$ cat src/csbr_pkg.sv
// shared types, register codes and digit helpers for the clock set button repeat block
package csbr_pkg;

   // configuration register indexes
   localparam int CSR_INDEX_WIDTH = 3;
   localparam int CSR_DATA_WIDTH  = 10;

   localparam logic [CSR_INDEX_WIDTH-1:0] REG_REPEAT_INTERVAL  = 3'd0;
   localparam logic [CSR_INDEX_WIDTH-1:0] REG_DISPLAY_PERIOD   = 3'd1;
   localparam logic [CSR_INDEX_WIDTH-1:0] REG_MEDIUM_THRESHOLD = 3'd2;
   localparam logic [CSR_INDEX_WIDTH-1:0] REG_FAST_THRESHOLD   = 3'd3;
   localparam logic [CSR_INDEX_WIDTH-1:0] REG_SLOW_STEP        = 3'd4;
   localparam logic [CSR_INDEX_WIDTH-1:0] REG_MEDIUM_STEP      = 3'd5;
   localparam logic [CSR_INDEX_WIDTH-1:0] REG_FAST_STEP        = 3'd6;

   // reset values of the registers
   localparam logic [9:0] RESET_REPEAT_INTERVAL  = 10'd250;
   localparam logic [9:0] RESET_DISPLAY_PERIOD   = 10'd200;
   localparam logic [7:0] RESET_MEDIUM_THRESHOLD = 8'd5;
   localparam logic [7:0] RESET_FAST_THRESHOLD   = 8'd10;
   localparam logic [5:0] RESET_SLOW_STEP        = 6'd1;
   localparam logic [5:0] RESET_MEDIUM_STEP      = 6'd5;
   localparam logic [5:0] RESET_FAST_STEP        = 6'd20;

   // time constants
   localparam logic [10:0] SINCE_MAX     = 11'd2047;
   localparam logic [6:0]  MINUTES_HOUR  = 7'd60;
   localparam logic [6:0]  TWO_HOURS_MIN = 7'd120;
   localparam logic [5:0]  HOURS_DAY     = 6'd24;
   localparam logic [4:0]  LAST_HOUR     = 5'd23;

   typedef struct packed {
      logic [9:0] repeat_interval;
      logic [9:0] display_period;
      logic [7:0] medium_threshold;
      logic [7:0] fast_threshold;
      logic [5:0] slow_step;
      logic [5:0] medium_step;
      logic [5:0] fast_step;
   } cfg_type;

   typedef struct packed {
      logic       up_pressed;
      logic       down_pressed;
      logic [4:0] clock_hour;
      logic [5:0] clock_minute;
   } req_type;

   typedef struct packed {
      logic       set_time;
      logic [4:0] new_hour;
      logic [5:0] new_minute;
      logic       show;
      logic [1:0] hour_tens;
      logic [3:0] hour_ones;
      logic [2:0] minute_tens;
      logic [3:0] minute_ones;
   } rsp_type;

   // fixed-width part of the block state
   typedef struct packed {
      logic        idle;
      logic [10:0] since_action;
      logic [9:0]  display_count;
   } state_type;

   // tens digit of a value below 64 by a compare chain
   function automatic logic [2:0] tens_of(input logic [5:0] value);
      logic [2:0] tens;
      tens = 3'd0;
      for (int i = 1; i <= 6; i++) begin
         if (value >= 6'(i * 10)) begin
            tens = 3'(i);
         end
      end
      return tens;
   endfunction

   // ones digit given the tens digit
   function automatic logic [3:0] ones_of(input logic [5:0] value, input logic [2:0] tens);
      logic [5:0] sub;
      sub = {tens, 3'b000} + {2'b00, tens, 1'b0};
      return 4'(value - sub);
   endfunction

endpackage

$ cat src/csbr_csr.sv
// configuration register file of the clock set button repeat block
module csbr_csr (
   input  logic                                  clock,
   input  logic                                  reset,
   input  logic                                  csr_valid,
   output logic                                  csr_ready,
   input  logic [csbr_pkg::CSR_INDEX_WIDTH-1:0]  csr_index,
   input  logic [csbr_pkg::CSR_DATA_WIDTH-1:0]   csr_data,
   output csbr_pkg::cfg_type                     cfg
);
   import csbr_pkg::*;

   cfg_type cfg_ff;
   cfg_type cfg_in;

   assign csr_ready = 1'b1;
   assign cfg       = cfg_ff;

   // decode one register write
   always_comb begin
      cfg_in = cfg_ff;
      if (csr_valid) begin
         case (csr_index)
            REG_REPEAT_INTERVAL:  cfg_in.repeat_interval  = csr_data[9:0];
            REG_DISPLAY_PERIOD:   cfg_in.display_period   = csr_data[9:0];
            REG_MEDIUM_THRESHOLD: cfg_in.medium_threshold = csr_data[7:0];
            REG_FAST_THRESHOLD:   cfg_in.fast_threshold   = csr_data[7:0];
            REG_SLOW_STEP:        cfg_in.slow_step        = csr_data[5:0];
            REG_MEDIUM_STEP:      cfg_in.medium_step      = csr_data[5:0];
            REG_FAST_STEP:        cfg_in.fast_step        = csr_data[5:0];
            default:              cfg_in = cfg_ff;
         endcase
      end
   end

   always_ff @(posedge clock) begin
      if (reset) begin
         cfg_ff.repeat_interval  <= RESET_REPEAT_INTERVAL;
         cfg_ff.display_period   <= RESET_DISPLAY_PERIOD;
         cfg_ff.medium_threshold <= RESET_MEDIUM_THRESHOLD;
         cfg_ff.fast_threshold   <= RESET_FAST_THRESHOLD;
         cfg_ff.slow_step        <= RESET_SLOW_STEP;
         cfg_ff.medium_step      <= RESET_MEDIUM_STEP;
         cfg_ff.fast_step        <= RESET_FAST_STEP;
      end else begin
         cfg_ff <= cfg_in;
      end
   end

endmodule

$ cat src/csbr_core.sv
// combinational time adjust and display digit logic for one item
module csbr_core #(
   parameter int HOLD_COUNT_WIDTH = 16
) (
   input  csbr_pkg::cfg_type              cfg,
   input  csbr_pkg::req_type              item,
   input  csbr_pkg::state_type            state,
   input  logic [HOLD_COUNT_WIDTH-1:0]    hold_count,
   output csbr_pkg::rsp_type              result,
   output csbr_pkg::state_type            state_next,
   output logic [HOLD_COUNT_WIDTH-1:0]    hold_count_next
);
   import csbr_pkg::*;

   localparam int CMP_WIDTH = (HOLD_COUNT_WIDTH > 8) ? HOLD_COUNT_WIDTH : 8;

   logic [CMP_WIDTH-1:0] hold_ext;
   logic [CMP_WIDTH-1:0] medium_ext;
   logic [CMP_WIDTH-1:0] fast_ext;
   logic [5:0]           step;
   logic [6:0]           sum;
   logic [6:0]           deficit;
   logic                 borrow;
   logic [5:0]           hour_up;
   logic [4:0]           hour_u;
   logic [5:0]           min_u;
   logic [4:0]           hour_d;
   logic [5:0]           min_d;
   logic [10:0]          elapsed;
   logic                 act;
   logic                 pressed;
   logic [9:0]           period;
   logic [10:0]          disp_inc;
   logic [2:0]           h_tens;
   logic [2:0]           m_tens;

   // step size from the hold count before this action
   assign hold_ext   = CMP_WIDTH'(hold_count);
   assign medium_ext = CMP_WIDTH'(cfg.medium_threshold);
   assign fast_ext   = CMP_WIDTH'(cfg.fast_threshold);

   always_comb begin
      if (hold_ext > fast_ext) begin
         step = cfg.fast_step;
      end else if (hold_ext > medium_ext) begin
         step = cfg.medium_step;
      end else begin
         step = cfg.slow_step;
      end
   end

   // up: carry into the hour, wrap the day
   assign sum     = {1'b0, item.clock_minute} + {1'b0, step};
   assign hour_up = {1'b0, item.clock_hour} + {5'd0, (sum >= MINUTES_HOUR)};

   always_comb begin
      if (sum >= TWO_HOURS_MIN) begin
         min_u = 6'(sum - TWO_HOURS_MIN);
      end else if (sum >= MINUTES_HOUR) begin
         min_u = 6'(sum - MINUTES_HOUR);
      end else begin
         min_u = sum[5:0];
      end
      hour_u = (hour_up >= HOURS_DAY) ? 5'd0 : hour_up[4:0];
   end

   // down: borrow from the hour, one extra wrap for a large step
   assign borrow  = item.clock_minute < step;
   assign deficit = {1'b0, step} - {1'b0, item.clock_minute};

   always_comb begin
      if (!borrow) begin
         min_d  = item.clock_minute - step;
         hour_d = item.clock_hour;
      end else begin
         if (deficit > MINUTES_HOUR) begin
            min_d = 6'(TWO_HOURS_MIN - deficit);
         end else begin
            min_d = 6'(MINUTES_HOUR - deficit);
         end
         hour_d = (item.clock_hour == 5'd0) ? LAST_HOUR : item.clock_hour - 5'd1;
      end
   end

   // repeat timing
   assign elapsed = (state.since_action == SINCE_MAX) ? SINCE_MAX : state.since_action + 11'd1;
   assign act     = state.idle || (elapsed > {1'b0, cfg.repeat_interval});
   assign pressed = item.up_pressed || item.down_pressed;

   // display period counter, zero period acts as one
   assign period   = (cfg.display_period == 10'd0) ? 10'd1 : cfg.display_period;
   assign disp_inc = {1'b0, state.display_count} + 11'd1;
   assign h_tens   = tens_of({1'b0, item.clock_hour});
   assign m_tens   = tens_of(item.clock_minute);

   always_comb begin
      result     = '0;
      state_next = state;
      hold_count_next = hold_count;

      // display digits of the input time
      if (state.display_count == 10'd0) begin
         result.show        = 1'b1;
         result.hour_tens   = h_tens[1:0];
         result.hour_ones   = ones_of({1'b0, item.clock_hour}, h_tens);
         result.minute_tens = m_tens;
         result.minute_ones = ones_of(item.clock_minute, m_tens);
      end
      state_next.display_count = (disp_inc >= {1'b0, period}) ? 10'd0 : disp_inc[9:0];

      // button action
      if (act) begin
         state_next.since_action = 11'd0;
         if (pressed) begin
            result.set_time = 1'b1;
            if (item.up_pressed) begin
               result.new_hour   = hour_u;
               result.new_minute = min_u;
            end else begin
               result.new_hour   = hour_d;
               result.new_minute = min_d;
            end
            if (hold_count != '1) begin
               hold_count_next = hold_count + HOLD_COUNT_WIDTH'(1);
            end
            state_next.idle = 1'b0;
         end else begin
            hold_count_next = '0;
            state_next.idle = 1'b1;
         end
      end else begin
         state_next.since_action = elapsed;
      end
   end

endmodule

$ cat src/clock_set_button_repeat_unit.sv
// top level of the clock set button repeat block: item registers, state and handshakes
//
// Usage: one item per millisecond tick enters on the req_ channel (req_valid, req_stall,
// req_data) with the up and down button levels and the time read from the counter.
// Every item yields exactly one result item on the rsp_ channel (rsp_valid, rsp_stall,
// rsp_data): a write-back request with the stepped time when a button action is due,
// and every display_period items the four decimal digits of the input time.
// Each item passes through the input register and then the result register.
// Throughput is one item per cycle while rsp_stall is low; the step logic is a single
// pass between the two registers, and the input register can take one more item while
// a result waits. When rsp_stall is high the result holds; once the input register is
// also full, req_stall rises until the result is taken.
// Registers are written on the csr_ port (csr_valid, csr_ready, csr_index, csr_data),
// always ready; the user must write them only while no item is in flight (unenforced).
// Synchronous reset restores the register defaults, sets the block idle with zero hold
// and elapsed counts and empties both item registers.
module clock_set_button_repeat_unit #(
   parameter int HOLD_COUNT_WIDTH = 16
) (
   input  logic                                  clock,
   input  logic                                  reset,
   input  logic                                  req_valid,
   output logic                                  req_stall,
   input  csbr_pkg::req_type                     req_data,
   output logic                                  rsp_valid,
   input  logic                                  rsp_stall,
   output csbr_pkg::rsp_type                     rsp_data,
   input  logic                                  csr_valid,
   output logic                                  csr_ready,
   input  logic [csbr_pkg::CSR_INDEX_WIDTH-1:0]  csr_index,
   input  logic [csbr_pkg::CSR_DATA_WIDTH-1:0]   csr_data
);
   import csbr_pkg::*;

   cfg_type                      cfg;
   logic                         in_valid_ff;
   req_type                      in_data_ff;
   logic                         out_valid_ff;
   logic                         out_valid_in;
   rsp_type                      out_data_ff;
   state_type                    state_ff;
   state_type                    state_in;
   logic [HOLD_COUNT_WIDTH-1:0]  hold_ff;
   logic [HOLD_COUNT_WIDTH-1:0]  hold_in;
   rsp_type                      result;
   logic                         out_free;
   logic                         advance;
   logic                         take;

   csbr_csr u_csr (
      .clock     (clock),
      .reset     (reset),
      .csr_valid (csr_valid),
      .csr_ready (csr_ready),
      .csr_index (csr_index),
      .csr_data  (csr_data),
      .cfg       (cfg)
   );

   csbr_core #(
      .HOLD_COUNT_WIDTH (HOLD_COUNT_WIDTH)
   ) u_core (
      .cfg             (cfg),
      .item            (in_data_ff),
      .state           (state_ff),
      .hold_count      (hold_ff),
      .result          (result),
      .state_next      (state_in),
      .hold_count_next (hold_in)
   );

   // handshake control
   assign out_free  = !out_valid_ff || !rsp_stall;
   assign advance   = in_valid_ff && out_free;
   assign req_stall = in_valid_ff && !out_free;
   assign take      = req_valid && !req_stall;
   assign out_valid_in = advance || (out_valid_ff && rsp_stall);

   assign rsp_valid = out_valid_ff;
   assign rsp_data  = out_data_ff;

   // control and state registers
   always_ff @(posedge clock) begin
      if (reset) begin
         in_valid_ff  <= 1'b0;
         out_valid_ff <= 1'b0;
         state_ff     <= '{idle: 1'b1, since_action: '0, display_count: '0};
         hold_ff      <= '0;
      end else begin
         if (take || advance) begin
            in_valid_ff <= take;
         end
         out_valid_ff <= out_valid_in;
         if (advance) begin
            state_ff <= state_in;
            hold_ff  <= hold_in;
         end
      end
   end

   // item payload registers
   always_ff @(posedge clock) begin
      if (take) begin
         in_data_ff <= req_data;
      end
      if (advance) begin
         out_data_ff <= result;
      end
   end

   // a stall is only raised with a full input register
   assert property (@(posedge clock) disable iff (reset) req_stall |-> in_valid_ff)
      else $error("input stall without a held item");

   // idle always goes with a cleared hold count
   assert property (@(posedge clock) disable iff (reset) state_ff.idle |-> (hold_ff == '0))
      else $error("idle with nonzero hold count");

   // an issued write-back restarts the repeat timer and leaves idle
   assert property (@(posedge clock) disable iff (reset)
      (advance && result.set_time) |=> (!state_ff.idle && state_ff.since_action == 11'd0))
      else $error("write-back did not restart the repeat timer");

   // results without a write-back or display carry zero fields
   assert property (@(posedge clock) disable iff (reset)
      (out_valid_ff && !out_data_ff.set_time) |->
      (out_data_ff.new_hour == 5'd0 && out_data_ff.new_minute == 6'd0))
      else $error("time fields set without a write-back");

   assert property (@(posedge clock) disable iff (reset)
      (out_valid_ff && !out_data_ff.show) |->
      (out_data_ff.hour_tens == 2'd0 && out_data_ff.hour_ones == 4'd0 &&
       out_data_ff.minute_tens == 3'd0 && out_data_ff.minute_ones == 4'd0))
      else $error("digits set without a display update");

endmodule
$ cat config.mk
export PLATFORM = sky130hd
export DESIGN_NAME = clock_set_button_repeat_unit
export DESIGN_NICKNAME = d
export VERILOG_FILES = /design/src/csbr_pkg.sv /design/src/csbr_csr.sv /design/src/csbr_core.sv /design/src/clock_set_button_repeat_unit.sv
export SDC_FILE = /design/constraint.sdc
export NUM_CORES = 1
export LEC_CHECK = 0
export ABC_AREA = 1
export BUFFER_PORTS_ARGS = -buffer_cell sky130_fd_sc_hd__buf_4
export CORE_MARGIN = 2
export CORE_UTILIZATION = 55
export DETAILED_ROUTE_END_ITERATION = 10
export PLACE_DENSITY = 0.81
export REMOVE_ABC_BUFFERS = 1
export SYNTH_ARGS = -nofsm -noshare
export SYNTH_HDL_FRONTEND = slang
export SYNTH_SLANG_ARGS = --single-unit
$ cat constraint.sdc
create_clock -name clock -period 11 [get_ports clock]
set_clock_uncertainty 0.05 [all_clocks]
set_input_delay 0.55 -clock clock [delete_from_list [all_inputs] [get_ports clock]]
set_output_delay 0.55 -clock clock [all_outputs]
set_load 0.02 [all_outputs]
==> reports/summary.txt, run 1 <==
Slew Viols, Final = 0
Share of the synthesized area in the top cell type = 22.95%
Max-cap violation count = 0
Number of detailed-route iterations in the first pass = 6
Row Count = 44
DR DRC count = 0
Minimum period implied by the final worst setup slack = 6.108 ns
EDFF count, synth = 39
Antenna-violating nets left = 0
Clock sinks = 133
Floorplan die area = 15900 um2
Pin slew with the least headroom to its limit = 0.8924 ns
Vias after detailed routing = 7162
Delay of the slowest cell on the worst path = 0.50 ns
Drt wl/cell = 14.21 um
Skew-Pair Late Insertion Delay = 0.42 ns
RSZ-0062 raised after global routing = false
Count of input and output buffers = 58
Routability congestion estimate from global placement = 0.9080
Overall die height = 126.1 um
Aggregate routed wire length = 18.74 mm
CP Data Required Time = 11.18 ns
Dpl cell area = 8741 um2
Highest clock frequency the design can meet = 0.1637 GHz
H-tree depth reported by CTS = 4
Maximum fanout along the worst path = 12
Yosys warns = 0
Pin count of the biggest net entering global routing = 56
Violation count after the first detailed-route iteration = 674
Final Cycle Share = 55.52%
Hold_buf cts = 0
Global-route wire length before repair = 31.94 mm
Setup crit end kind = register
Kind of path behind the tightest hold check = in2reg
Outcome = complete, no violations
Final Hold Viols = 0
Syn Inst Count = 1069
Total negative setup slack = 0 ns
Total core area = 14530 um2
Initial antenna violation count = 0
Cell with the largest stage delay on the worst path = sky130_fd_sc_hd__nor2_1
Rel. slew slack = 40.44%
Number of cells upsized or downsized after cts = 0
Unique masters post-synth = 54
Via count of the first global-routing pass = 6822
GRT Resource Usage Total = 24.46%
Final number of setup-violating endpoints = 0
Number of buffers between clock root and the deepest sink = 2
Clock-pin slew reported for the worst setup and hold paths after clock tree synthesis = 0.06 ns
Leak pwr = 4.269 nW
Worst setup SP type = register
Register area share after synthesis = 37.23%
Post-synthesis cell type with the largest combined area = sky130_fd_sc_hd__dfxtp_1
Critical path class = reg2reg
Total clock buffers created by CTS = 17
Number of synthesized register bits = 133
Number of filler cells placed in the layout = 1237
Arrival @ worst endpoint = 6.29 ns
Number of top-level pins = 60
Layout cells sized above 1 = 12.25%
Most used flip-flop cell after synthesis = sky130_fd_sc_hd__dfxtp_1
Remaining global-route overflow = 0
Layout overhead on the synthesized area = 14.02%
Biggest area contributors in the synthesized netlist = sky130_fd_sc_hd__dfxtp_1, sky130_fd_sc_hd__edfxtp_1, sky130_fd_sc_hd__ha_1
HPWL after detailed placement = 13.59 mm
Summed instance area of the synthesized netlist = 8199 um2
Post-layout instance area = 9349 um2
Initial core utilization = 56.41%
Clock Tree Root = sky130_fd_sc_hd__clkbuf_16
Worst vdd ir = 109.6 uV
Power per cell area = 141.9 nW/um2
FFs w/ async S/R, synth = 0%
Syn Area/Cell = 7.670 um2
Width of the chip = 126.1 um
# Post-CTS Setup Buffers = 0
TritonCTS clock tree = yes
Average via count per standard cell = 5.430
Number of nets in the final layout = 1232
Number of antenna cells inserted = 0
-- per-layer routing --
layer  track usage [%]  wire [um]  up-vias
met5                 0          0        -
met2             40.92       8874      211
met3             4.970        969       24
met1             32.18       8607     3276
met4             7.046        285        0
li1                  -          -     3651
-- worst max-delay path: cells and delay by family (launching register included) --
kind / cells / cell delay [ns]
buffers and inverters: 4 / 0.46
xor gates and xnor gates: 2 / 0.43
AOI/OAI and AO/OA: 8 / 1.66
and+or+nand+nor: 10 / 1.36
DFF: 1 / 0.44
adders and majority gates: 5 / 1.49
-- power by group --
part,internal [mW],switching (mW),leakage [nW],total (mW)
combinational,0.0742,0.132,2.83,0.206
sequential,0.529,0.0123,1.14,0.541
clock,0.356,0.224,0.301,0.580
-- synth_stat cells, types with 4 or more instances --
cell and count:
sky130_fd_sc_hd__a21oi_2 6, sky130_fd_sc_hd__nand3_1 76, sky130_fd_sc_hd__nor2_2 6, sky130_fd_sc_hd__inv_1 130, sky130_fd_sc_hd__or2_2 5, sky130_fd_sc_hd__xnor2_1 12
sky130_fd_sc_hd__edfxtp_1 39, sky130_fd_sc_hd__nor2_1 117, sky130_fd_sc_hd__a211oi_1 6, sky130_fd_sc_hd__o211ai_1 12, sky130_fd_sc_hd__nand2_4 4, sky130_fd_sc_hd__nand4_1 9
sky130_fd_sc_hd__xor2_1 26, sky130_fd_sc_hd__clkbuf_1 17, sky130_fd_sc_hd__inv_2 11, sky130_fd_sc_hd__ha_1 76, sky130_fd_sc_hd__buf_6 4, sky130_fd_sc_hd__o21ai_0 63
sky130_fd_sc_hd__nor3_1 9, sky130_fd_sc_hd__nand2_1 201, sky130_fd_sc_hd__nor4_1 6, sky130_fd_sc_hd__a21oi_1 90, sky130_fd_sc_hd__dfxtp_1 94
-- registers in the layout, indices dropped and copies added (netlist names) --
| name | cells |
|---|---|
| state_ff | 22 |
| u_csr.cfg | 54 |
| in_data_ff | 13 |
| rsp_valid | 1 |
| in_valid_ff | 1 |
| rsp_data | 26 |
| hold_ff | 16 |
-- logic make-up (layout without fill, tap and decap cells) --
logic type               after synthesis  count (layout)  share of synthesized area (%)
AND/OR/NAND/NOR                      446             446                          23.59
AO/OA/AOI/OAI                        201             201                          14.01
buffers and inverters                169             235                          8.332
flip-flops                           133             133                          37.23
adder cells (fa/ha/maj)               79              79                          12.33
XOR/XNOR                              40              40                          4.456
other                                  1               1                        0.04574
-- final cells by class --
type | count | area (um2) | area share [%]
tap | 184 | 230.2 | 2.463
clock inverter | 13 | 143.9 | 1.539
timing repair buffer | 60 | 450.4 | 4.818
sequential | 133 | 3053 | 32.66
clock buffer | 19 | 464.2 | 4.965
multi-input combinational | 767 | 4466 | 47.76
inverter | 143 | 541.8 | 5.795
-- placed cells by master (no fill, tap or decap), types with 7 or more instances in the layout --
master / n
sky130_fd_sc_hd__clkbuf_16: 18
sky130_fd_sc_hd__nor3_1: 9
sky130_fd_sc_hd__nand2_1: 201
sky130_fd_sc_hd__o211ai_1: 12
sky130_fd_sc_hd__nand3_1: 76
sky130_fd_sc_hd__xnor2_1: 12
sky130_fd_sc_hd__nor2_2: 7
sky130_fd_sc_hd__nand4_1: 9
sky130_fd_sc_hd__inv_1: 130
sky130_fd_sc_hd__ha_1: 76
sky130_fd_sc_hd__edfxtp_1: 39
sky130_fd_sc_hd__dfxtp_1: 94
sky130_fd_sc_hd__buf_4: 60
sky130_fd_sc_hd__o21ai_0: 63
sky130_fd_sc_hd__xor2_1: 26
sky130_fd_sc_hd__nor2_1: 116
sky130_fd_sc_hd__inv_2: 11
sky130_fd_sc_hd__a21oi_1: 90
-- final timing paths --
path | startpoint | to | slack (ns) | cells past startpoint
worst max-delay path | hold_ff[3] | rsp_data[21] | 4.89 | 29
worst min-delay path | req_data[8] | in_data_ff[8] | 0.25 | 1
worst max register to register | hold_ff[3] | rsp_data[21] | 4.89 | 29
worst min register to register | u_csr.cfg[53] | u_csr.cfg[53] | 0.41 | 2
-- stage by stage --
stage                     hold slack (ns)  util (%)  instances  total power, mW  setup slack (ns)
final                              0.2519     64.33       1319            1.326             4.892
after global routing               0.2376     64.33       1319            1.383             4.400
after CTS                          0.2426     64.33       1319            1.329             4.929
after detailed placement           0.3922     60.14       1287           0.7533             5.073
after global placement             0.3904     60.14       1287           0.7486             5.379
after floorplan                    0.3736         -       1043           0.6887             5.859
Power figures use the tool's default switching activity.
==> run 2: changes to the inputs <==
--- a/config.mk
+++ b/config.mk
@@ -10,7 +10,7 @@
 export CORE_MARGIN = 2
 export CORE_UTILIZATION = 55
 export DETAILED_ROUTE_END_ITERATION = 10
-export PLACE_DENSITY = 0.81
+export PLACE_DENSITY = 0.84
 export REMOVE_ABC_BUFFERS = 1
 export SYNTH_ARGS = -nofsm -noshare
 export SYNTH_HDL_FRONTEND = slang
==> constraint.sdc (replaced) <==
create_clock -name clock -period 5.59 [get_ports clock]
set_clock_uncertainty 0.05 [all_clocks]
set_input_delay 0.2795 -clock clock [delete_from_list [all_inputs] [get_ports clock]]
set_output_delay 0.2795 -clock clock [all_outputs]
set_load 0.02 [all_outputs]
==> run 2 against run 1 <==
Sequential power rose by 96%. Combinational power up 110%. Utilization is 1.7 points higher. Global-route usage rose by 0.28 points. Cell count rose by 1.6%. Fmax grew 18%. Non-clock buffer count rose by 21. Wire length increased by 2.9%. Largest power group unchanged.
==> reports/summary.txt, run 2 (synthesis results as in run 1) <==
Final number of setup-violating endpoints = 0 (unchanged)
Commonest cells after routing, fill and taps aside = sky130_fd_sc_hd__nand2_1, sky130_fd_sc_hd__inv_1, sky130_fd_sc_hd__nor2_1
Delay of the slowest cell on the worst path = 0.40 ns (-0.10 ns)
Outcome = complete, no violations
Count of input and output buffers = 58 (unchanged)
Number of antenna cells inserted = 0 (unchanged)
Kind of path behind the tightest hold check = in2reg
Placed cells = 1292 (+0.39%)
Pin count of the biggest net entering global routing = 55 (-1.8%)
Worst vdd ir = 187.9 uV (+71%)
Clock sinks = 133 (unchanged)
Floorplan die area = 15900 um2 (unchanged)
Clock-pin slew reported for the worst setup and hold paths after clock tree synthesis = 0.07 ns (about the same)
Vias after detailed routing = 7251 (+1.2%)
Initial antenna violation count = 0 (unchanged)
GRT Resource Usage Total = 24.74% (+0.28 points)
Leak pwr = 4.351 nW (+1.9%)
Total negative setup slack = 0 ns (unchanged)
Number of buffers between clock root and the deepest sink = 2 (unchanged)
R2R setup slack = 0.43 ns (-4.46 ns)
Number of nets in the final layout = 1253 (+1.7%)
Overall die height = 126.1 um (unchanged)
Cell with the largest stage delay on the worst path = sky130_fd_sc_hd__dfxtp_1
Pin slew with the least headroom to its limit = 0.8480 ns (-0.04446 ns)
Worst slack on hold paths = 0.06318 ns (-0.1887 ns)
Violation count after the first detailed-route iteration = 544 (-19%)
Maximum fanout along the worst path = 5 (-7)
Antenna-violating nets left = 0 (unchanged)
Arrival @ worst endpoint = 5.35 ns (-0.94 ns)
Power per cell area = 271.9 nW/um2 (+92%)
Layout cells sized above 1 = 14.10% (+1.9 points)
Layout overhead on the synthesized area = 17.08%
Global-route wire length before repair = 32.02 mm (+0.24%)
Skew-Pair Late Insertion Delay = 0.43 ns (about the same)
Clock Tree Root = sky130_fd_sc_hd__clkbuf_16
Max-cap violation count = 0 (unchanged)
Rel. slew slack = 43.41% (+3.0 points)
Worst setup SP type = register
Routability congestion estimate from global placement = 0.9626 (+6.0%)
Via count of the first global-routing pass = 6877 (+0.81%)
Critical path class = reg2reg
Final Cycle Share = 92.30% (+37 points)
Most common cell after layout, fill and taps aside = sky130_fd_sc_hd__nand2_1
Min-Delay Startpoint = csr_data[6]
Width of the chip = 126.1 um (unchanged)
CP Data Required Time = 5.78 ns (-5.40 ns)
Total core area = 14530 um2 (unchanged)
Average via count per standard cell = 5.411 (-0.34%)
Initial core utilization = 56.41% (unchanged)
Launch instance of the worst register-to-register path = hold_ff[1]
Met1 Routed Length = 8.639 mm (+0.37%)
H-tree depth reported by CTS = 4 (unchanged)
Final standard cell utilization of the core = 66.05% (+1.7 points)
HPWL after detailed placement = 13.72 mm (+1.0%)
Total length of routed met2 wires = 9.314 mm (+5.0%)
Row Count = 44 (unchanged)
Number of detailed-route iterations in the first pass = 5 (-1)
Aggregate routed wire length = 19.28 mm (+2.9%)
Setup crit end kind = register
Final Hold Viols = 0 (unchanged)
Total clock buffers created by CTS = 17 (unchanged)
Drt wl/cell = 14.39 um (+1.3%)
Remaining global-route overflow = 0 (unchanged)
Max Used Layer = met4
Highest clock frequency the design can meet = 0.1938 GHz (+18%)
Place WS = 0.05681 ns (-5.016 ns)
Minimum setup slack in the final design = 0.4304 ns (-4.462 ns)
Number of non-filler instances in the completed layout = 1340 (+1.6%)
CP startpoint = hold_ff[1]
DR DRC count = 0 (unchanged)
Max FFs per register = 54 (unchanged)
Minimum period implied by the final worst setup slack = 5.160 ns (-0.9481 ns)
Slew Viols, Final = 0 (unchanged)
Number of top-level pins = 60 (unchanged)
WL met3 = 867 um (-11%)
TritonCTS clock tree = yes
## run 2: power by group
group / total, mW / internal, mW / switching, mW
Sequential: 1.06 / 1.04 / 0.0240
Combinational: 0.433 / 0.165 / 0.267
Clock: 1.11 / 0.633 / 0.482
Total: 2.61 / 1.84 / 0.773
## run 2: area by class of cell
cell class                      instances  area (um2)
Fill cell                            1235        4935
Clock buffer                           17       425.4
Clock inverter                         15       156.4
Timing Repair Buffer                   81       640.6
Inverter                              143       541.8
Tap cell                              184       230.2
Multi-Input combinational cell        767        4547
Sequential cell                       133        3058
## run 2: worst max-delay path, delay by kind of cell, from the launching register on
family                     cells  cell delay, ns
adders and majority gates      6            1.50
DFF                            1            0.40
xor gates and xnor gates       2            0.39
and+or+nand+nor               10            0.88
AOI/OAI and AO/OA              8            1.39
buffers and inverters          4            0.35
## run 2: timing repair
| action | in CTS | in global routing |
|---|---|---|
| setup endpoints to repair | 1 | 5 |
| setup buffers | 0 | 3 |
| gates resized for setup | 1 | 20 |
| hold endpoints to repair | 13 | 0 |
| pin swaps | 0 | 4 |
| gates cloned | 0 | 0 |
| hold buffers | 13 | 0 |
## run 2: final timing paths
kind	cells past startpoint	to
worst max-delay path	30	rsp_data[21]
worst min-delay path	3	u_csr.cfg[40]
worst max register to register	30	rsp_data[21]
worst min register to register	2	u_csr.cfg[12]
## run 2: metal layers
layer / vias to the layer above / global-route usage [%]
met3: 36 / 4.503
met2: 184 / 41.40
met5: - / 0
met1: 3348 / 31.80
met4: 0 / 9.696
li1: 3683 / -
## run 2: through the flow
step,area [um2],power [mW]
2_1_floorplan,8058,1.355
3_3_place_gp,8778,1.479
3_5_place_dp,8778,1.488
4_1_cts,9495,2.603
5_1_grt,9599,2.723
6_report,9599,2.610
